--- config.mk ---
export PLATFORM = sky130hd
export DESIGN_NAME = swm_ctrl
export DESIGN_NICKNAME = d
export VERILOG_FILES = /design/src/rtl/swm_pkg.sv /design/src/rtl/swm_ctrl.sv
export SDC_FILE = /design/constraint.sdc
export NUM_CORES = 1
export LEC_CHECK = 0
export BUFFER_PORTS_ARGS = -buffer_cell sky130_fd_sc_hd__buf_2
export CORE_AREA = 2 2 39 41
export CTS_CLUSTER_SIZE = 14
export DETAILED_ROUTE_END_ITERATION = 10
export DIE_AREA = 0 0 41 43
export MAX_ROUTING_LAYER = met4
export PLACE_DENSITY = 0.48
export SLEW_MARGIN = 20
export SYNTH_ARGS = -nofsm -noshare
export SYNTH_HDL_FRONTEND = slang
export SYNTH_SLANG_ARGS = --single-unit
--- constraint.sdc ---
create_clock -name clk -period 0.9 [get_ports clk]
set_input_delay 0.09 -clock clk [delete_from_list [all_inputs] [get_ports clk]]
set_output_delay 0.09 -clock clk [all_outputs]
set_load 0.01 [all_outputs]
--- src/rtl/swm_pkg.sv ---
// Shared types and constants for the sliding window median filter.
package swm_pkg;

	localparam int WS_WIDTH = 7;

	typedef enum logic [1:0] {
		ST_IDLE,
		ST_REMOVE,
		ST_INSERT,
		ST_MEDIAN
	} state_t;

	typedef struct packed {
		logic capture;
		logic remove;
		logic insert;
		logic load_out;
		logic cfg_write;
	} cmd_t;

	typedef struct packed {
		logic full;
		logic result;
	} status_t;

endpackage

--- src/rtl/swm_ctrl.sv ---
// Controller state machine that sequences each sample through the datapath.
module swm_ctrl (
	input  logic             clk,
	input  logic             arst_n,
	input  logic             in_valid,
	output logic             in_stall,
	output logic             out_valid,
	input  logic             out_stall,
	input  logic             cfg_valid,
	output logic             cfg_ready,
	input  swm_pkg::status_t status,
	output swm_pkg::cmd_t    cmd
);

	import swm_pkg::*;

	state_t state_q;
	state_t state_nxt;
	logic   out_valid_q;
	logic   out_free;
	logic   accept;

	assign out_free  = !out_valid_q || !out_stall;
	assign accept    = (state_q == ST_IDLE) && in_valid;
	assign out_valid = out_valid_q;

	always_comb begin
		state_nxt = state_q;
		case (state_q)
			ST_IDLE: begin
				if (accept) begin
					state_nxt = status.full ? ST_REMOVE : ST_INSERT;
				end
			end
			ST_REMOVE: begin
				state_nxt = ST_INSERT;
			end
			ST_INSERT: begin
				state_nxt = status.result ? ST_MEDIAN : ST_IDLE;
			end
			ST_MEDIAN: begin
				if (out_free) begin
					state_nxt = ST_IDLE;
				end
			end
			default: begin
				state_nxt = ST_IDLE;
			end
		endcase
	end

	always_comb begin
		cmd       = '0;
		in_stall  = 1'b1;
		cfg_ready = 1'b0;
		case (state_q)
			ST_IDLE: begin
				in_stall      = 1'b0;
				cfg_ready     = 1'b1;
				cmd.capture   = in_valid;
				cmd.cfg_write = cfg_valid;
			end
			ST_REMOVE: begin
				cmd.remove = 1'b1;
			end
			ST_INSERT: begin
				cmd.insert = 1'b1;
			end
			ST_MEDIAN: begin
				cmd.load_out = out_free;
			end
			default: begin
				cmd = '0;
			end
		endcase
	end

	always_ff @(posedge clk or negedge arst_n) begin
		if (!arst_n) begin
			state_q     <= ST_IDLE;
			out_valid_q <= 1'b0;
		end else begin
			state_q <= state_nxt;
			if (cmd.load_out) begin
				out_valid_q <= 1'b1;
			end else if (!out_stall) begin
				out_valid_q <= 1'b0;
			end
		end
	end

endmodule

### Word level (Yosys, flattened, before mapping)

Index checks and enable logic that the tools add are counted.
Widths: inputs -> output; s select.

| word-level totals | value |
|---|---|
| word-level logic and storage cells | 28 |
| output and inout port bits | 8 |
| register bits after elaboration | 3 |
| input bits | 7 |

| cells by class | value |
|---|---|
| multiplexer cells | 14 |
| reduce and logical (&&, ||, !) cells | 6 |
| eq/ne operators | 6 |

Operators by type and width:

| cell | number |
|---|---|
| $mux 1 | 9 |
| $mux 2 | 4 |
| $pmux 2 s4 | 1 |
| $eq 2x2->1 const B | 2 |
| $ne 2x2->1 const B | 2 |
| $eq 2x1->1 const B | 1 |
| $logic_not 1->1 | 2 |
| $logic_not 2->1 | 1 |
| $ne 2x1->1 const B | 1 |
| $reduce_and 2->1 | 1 |
| $logic_and 1x1->1 | 1 |
| $logic_or 1x1->1 | 1 |

### Depth between registers and ports, before layout

Gate-level depths: netlist (run 1).

| logic depth | value |
|---|---|
| depth in word-level cells | 4 |
| mapped depth | 3 |

### Worst setup path after synthesis (run 1)

OpenSTA, ideal clock, no wires.

| timing path | value |
|---|---|
| path type | reg2out |
| start point | register state_q[1] |
| end point | output port cmd[4] (netlist name) |
| path slack | -0.097 ns |
| arrival | 0.907 ns |
| buffers on the path | 1 |
| stages on the path, launching flop included | 4 |
| data required time | 0.810 ns |
| cell sequence | dfrtp_1 > nor2_2 > and2_1 > buf_4 |

RTL lines:

| element | line | RTL |
|---|---|---|
| start, declared | swm_ctrl.sv:17 | `state_t state_q;` |
| start signal, assigned | swm_ctrl.sv:83 | `state_q <= state_nxt;` |
| end, declared | swm_ctrl.sv:12 | `output swm_pkg::cmd_t cmd` |

==> flow_summary.toml, run 1 <==
[logic_synthesis]
ys.flop_type = "dfrtp_1"
ys_top_cells_by_count = "nand2_1 (4), dfrtp_1 (3), and2_1 (2), nand2b_1 (2)"
yosysWarningCount = 0
syn_inst = 20
synth_seq_cells = 3
seq_area_frac_synth = 0.426
async_reset_ff_frac = 1.00
synth_area_leaders = "dfrtp_1 (43%), nand2_1 (8.5%), and2_1 (7.1%)"
synth_top_cell_area_share = 0.426
synth_top_area_cell = "dfrtp_1"
syn_area_per_cell_sq_um = 8.82
synth_cell_types = 13
synthesis.nets = 27
synth_edf_count = 0
synth_area_sq_um = 176
yosysMostFrequentCell = "nand2_1"

[run]
drv_cap = 0

[routing]
avgRoutedWirePerCell_um = 7.92
dr.pass1.iters = 2
totalWireLength_um = 467
drt-initial-drc-count = 1
drc = 0
viasPerCell = 3.51
num_vias = 207
ant_nets = 0

[floorplan]
dieArea_sq_mm = 0.00176
core_sq_mm = 0.00138
start_util = 0.127
fp.dieH_um = 43
die_width_um = 41
rows = 14
io_pins = 15

[timing]
finalWorstPathRequiredPeriod_ps = 1170
worst_slack_ps = -266
setup_viol = 9
maxSlewViolCount = 0
period_share = 1.30
rsz0062_at_grt = "true"
skew_ps = 0.252
final_hold_viol_count = 0
setup-tns-final_ps = -1830
clock.fmax_mhz = 858
slew_headroom = 0.902
worst_slew_pin_slew_ps = 147

[power_and_ir_drop]
swShare = 0.366
p_comb_frac = 0.575
leakage_nw = 0.190
power_per_cell_area_mw_per_mm2 = 3610
total_power_w = 0.00131
irDropWorstVdd_uv = 755
sequentialPowerShare = 0.241
internal_power_w = 0.000829
clockPowerShare = 0.184
total_switching_power_w = 0.000478

[global_route]
grt_pass1_wl_um = 731
grt_max_degree = 7
grt_pass1_vias = 198
gr-total-overflow = 0
grtUsageTotal = 0.0679
antenna_found_initial = 0

[worst_setup_path]
arrival_ps = 1080
worstPathMaxFanout = 6
setup.worst_path.end_class = "output pin"
crit_buf_inv = 1
criticalPathCategory = "reg2out"
regToRegStartpoint = "state_q[0]"
startpoint = "state_q[0]"
critical_path.top_delay_family = "flip-flops"
start_kind = "flip-flop"
cp.required_ps = 810
slowest_stage = "dfrtp_2"
crit_path_max_incr_delay_ps = 440
reg2reg_setup_slack_ps = -170
crit_chain = "nor2_4 > and2_1 > buf_2"

[layout]
multi_input_comb_area_sq_um = 106
final_util = 0.261
syn2layout_area_growth_pct = 105
fill_cells = 170
postLayoutCellArea_sq_um = 362
n_antenna_cell = 0
drive_gt1_frac = 0.651
nNetsFinal = 51
seqCellArea_sq_um = 77.6

[cts]
path_clk_slew_ps = 40
clock_latency_ps = 230
cts_num_sinks = 3
clock_path_buffers = 2
cts_root_buffer = "clkbuf_4"
cts_made_buffers = 3
ctsHtreeMaxLevel = 1
cts_tree = "yes"

[status]
failed_checks = "negative setup slack"
status = "finished, violations left"

[worst_hold_path]
hold_path_class = "in2reg"
holdCritStartpoint = "out_stall"

[placed_design]
port_buffers = 14
gp_congestion = 0.692
placed_area_sq_um = 272
-- sequential cells by signal, indices dropped and copies added (netlist names) --
name       flops
state_q        2
out_valid      1
-- metal layers --
layer	up-vias	wire length [um]	global-route usage	part of all wire
met5	-	0	-	0
met4	0	0	0.0800	0
met3	0	16	0.0314	0.034
met2	4	241	0.0906	0.52
met1	90	209	0.0611	0.45
li1	113	-	-	-
-- logic make-up (layout without fill, tap and decap cells) --
| group | after synthesis | after routing | synth area share |
|---|---|---|---|
| AOI/OAI and AO/OA | 3 | 3 | 0.135 |
| buffers and inverters | 2 | 25 | 0.0638 |
| DFF | 3 | 3 | 0.426 |
| and+or+nand+nor | 12 | 12 | 0.376 |
-- final timing paths --
check | endpoint | cells after the start
max | cmd[4] | 3
min | out_valid | 3
max reg2reg | state_q[0] | 5
min reg2reg | out_valid | 2
max in group asynchronous | state_q[0] | 2
min in group asynchronous | out_valid | 2
-- power by group through the flow --
stage | Clock, W | Combinational (W) | Sequential, W
final | 0.000241 | 0.000751 | 0.000315
after CTS | 0.000249 | 0.000582 | 0.000312
after global routing | 0.000274 | 0.000819 | 0.000325
after floorplan | 0 | 0.000312 | 0.000303
after detailed placement | 0 | 0.000537 | 0.000304
after global placement | 0 | 0.000533 | 0.000303
-- timing repair --
action                                  4_1_cts  5_1_grt
hold buffers                                  1        0
resized for setup                             3        3
setup buffers                                 0        4
hold endpoints to repair                      3        0
endpoints found under the setup margin        9       10
pin swaps                                     4        2
-- tightest hold or removal path, stage by stage --
cell and delay [ps]:
buf_2 110, nand2_1 50, nand2_1 50
-- through the flow --
step | worst slack (ps) | hold WS [ps] | std cells
after detailed placement | -60.4 | -111 | 50
after global routing | -319 | 119 | 59
after floorplan | -28.3 | -206 | 20
after CTS | -289 | 86.1 | 55
after global placement | -61.9 | -112 | 50
final | -266 | 101 | 59
-- layout by cell type (no fill, tap or decap) --
master,netlist,routed
nand3_1,1,1
a32oi_1,1,1
dfrtp_1,3,1
dfrtp_2,0,2
nand2b_4,0,1
a21oi_2,0,1
nor2_4,0,1
dlygate4sd3_1,0,1
clkbuf_1,0,1
inv_1,1,1
clkbuf_4,0,3
and2b_2,1,1
buf_6,0,2
and2_1,2,2
nor2b_1,1,1
buf_2,0,13
a32o_1,1,1
nand2_1,4,4
buf_4,1,4
nand2b_1,2,1
-- area by class of cell --
class / instances / area share
Inverter: 1 / 0.0104
Multi-Input combinational cell: 15 / 0.294
Clock buffer: 4 / 0.0727
Timing Repair Buffer: 20 / 0.353
Tap cell: 16 / 0.0554
Sequential cell: 3 / 0.215
(Power assumes the default switching activity.)
==> run 2: changes to the inputs <==
--- a/config.mk
+++ b/config.mk
@@ -11,7 +11,7 @@
 export DETAILED_ROUTE_END_ITERATION = 10
 export DIE_AREA = 0 0 41 43
 export MAX_ROUTING_LAYER = met4
-export PLACE_DENSITY = 0.48
+export PLACE_DENSITY = 0.47
 export SLEW_MARGIN = 20
 export SYNTH_ARGS = -nofsm -noshare
 export SYNTH_HDL_FRONTEND = slang
==> constraint.sdc (replaced) <==
create_clock -name clk -period 1.1 [get_ports clk]
set_input_delay 0.11 -clock clk [delete_from_list [all_inputs] [get_ports clk]]
set_output_delay 0.11 -clock clk [all_outputs]
set_load 0.01 [all_outputs]
==> run 2 against run 1 <==
Effect of this change: the flow still finishes with violations (negative setup slack); final area fell by 9.0%; core utilization fell by 2.4 points; cell count fell by 6.8%; sequential share of layout area rose by 2.1 points; largest cell class is now multi-input gates; count of clock-buffer cells in the layout did not move; critical path type unchanged; first-iteration DRC count rose by 100%; die area did not move; non-clock buffer count fell by 4.
==> flow_summary.toml, run 2 (synthesis gave the netlist of run 1 again) <==
[status]
status = "finished, violations left"
failed_checks = "negative setup slack"

[timing]
rsz0062_at_grt = "true"
final_hold_viol_count = 0
worst_slew_pin_slew_ps = 147
slew_headroom = 0.902
clock.fmax_mhz = 841
skew_ps = 1.49
period_share = 1.08
finalWorstPathRequiredPeriod_ps = 1190
maxSlewViolCount = 0
setup-tns-final_ps = -197
worst_slack_ps = -89.7
setup_viol = 3

[power_and_ir_drop]
total_switching_power_w = 0.000361
swShare = 0.381
irDropWorstVdd_uv = 617
power_per_cell_area_mw_per_mm2 = 2880
p_comb_frac = 0.527
sequentialPowerShare = 0.270
total_power_w = 0.000948
internal_power_w = 0.000587
leakage_nw = 0.168
clockPowerShare = 0.204

[routing]
drc = 0
drt-initial-drc-count = 2
totalWireLength_um = 426
ant_nets = 0
num_vias = 194
avgRoutedWirePerCell_um = 7.75
dr.pass1.iters = 2
viasPerCell = 3.53

[floorplan]
start_util = 0.127
rows = 14
dieArea_sq_mm = 0.00176
io_pins = 15
die_width_um = 41
core_sq_mm = 0.00138
fp.dieH_um = 43

[layout]
drive_gt1_frac = 0.615
syn2layout_area_growth_pct = 86.5
postLayoutCellArea_sq_um = 329
regMostFlops = "state_q"
largest_reg_flops = 2
layout_commonest_cell = "buf_2"
nNetsFinal = 47
n_antenna_cell = 0
final_cell_mix = "buf_2 (12), nand2_1 (4), clkbuf_4 (3)"

[worst_setup_path]
cp.required_ps = 990
rr_worst_depth = 3
setup.worst_path.end_class = "output pin"
arrival_ps = 1080
worstPathMaxFanout = 6
start_kind = "flip-flop"
criticalPathCategory = "reg2out"

[placed_design]
gp_congestion = 0.572
placed_area_sq_um = 259
port_buffers = 14
dp_hpwl_um = 331

[worst_hold_path]
hold_path_class = "in2reg"
min_path_cells = 3

[global_route]
grt_pass1_wl_um = 607
grtUsageTotal = 0.0588
antenna_found_initial = 0
grt_max_degree = 7
gr-total-overflow = 0
grt_pass1_vias = 189

[cts]
ctsHtreeMaxLevel = 1
path_clk_slew_ps = 40
cts_tree = "yes"
clock_path_buffers = 2
clock_latency_ps = 230
cts_num_sinks = 3
cts_root_buffer = "clkbuf_4"
cts_made_buffers = 3

[run]
drv_cap = 0
[run 2: layout make-up]
type	instances	area, sq um
Tap cell	16	20.0
Fill cell	163	1050
Timing Repair Buffer	16	100
Inverter	1	3.75
Multi-Input combinational cell	15	101
Clock buffer	4	26.3
Sequential cell	3	77.6
[run 2: final timing paths]
path	slack, ps	start	end
min reg2reg	530	out_valid	out_valid
min	120	out_stall	out_valid
max reg2reg	190	state_q[0]	state_q[0]
min in group asynchronous	200	arst_n	out_valid
max in group asynchronous	790	arst_n	state_q[0]
max	-90	state_q[1]	cmd[0]
[run 2: through the flow]
step | worst slack (ps) | util | hold slack [ps] | cells
finish | -89.7 | 0.238 | 118 | 55
global placement | 81.8 | 0.187 | -92.1 | 49
global route | -149 | 0.238 | 140 | 55
detailed placement | 65.8 | 0.187 | -90.2 | 49
floorplan | 83.2 | - | -186 | 20
CTS | -107 | 0.229 | 99.3 | 55
[run 2: per-layer routing]
| layer | up-vias | wire [um] | GRT usage |
|---|---|---|---|
| met5 | - | 0 | - |
| met4 | 0 | 0 | 0.0800 |
| met3 | 0 | 34 | 0.0314 |
| met2 | 4 | 250 | 0.0844 |
| met1 | 85 | 141 | 0.0388 |
| li1 | 105 | - | - |
[run 2: critical path: stages (launching register included)]
cell and delay [ps]:
dfrtp_2 430, nor2_4 160, and2_4 160, buf_6 90
[run 2: timing repair]
item,4_1_cts,5_1_grt
endpoints found under the hold margin,3,0
pin swaps,2,3
setup endpoints to repair,6,6
hold buffers,1,0
setup buffers,1,0
gates resized for setup,4,3
[run 2: power by group through the flow]
stage	Sequential [W]	Clock (W)	Combinational (W)
after floorplan	0.000235	0	0.000249
after global placement	0.000239	0	0.000400
after detailed placement	0.000239	0	0.000402
after CTS	0.000253	0.000206	0.000473
after global routing	0.000265	0.000206	0.000555
final	0.000256	0.000193	0.000499
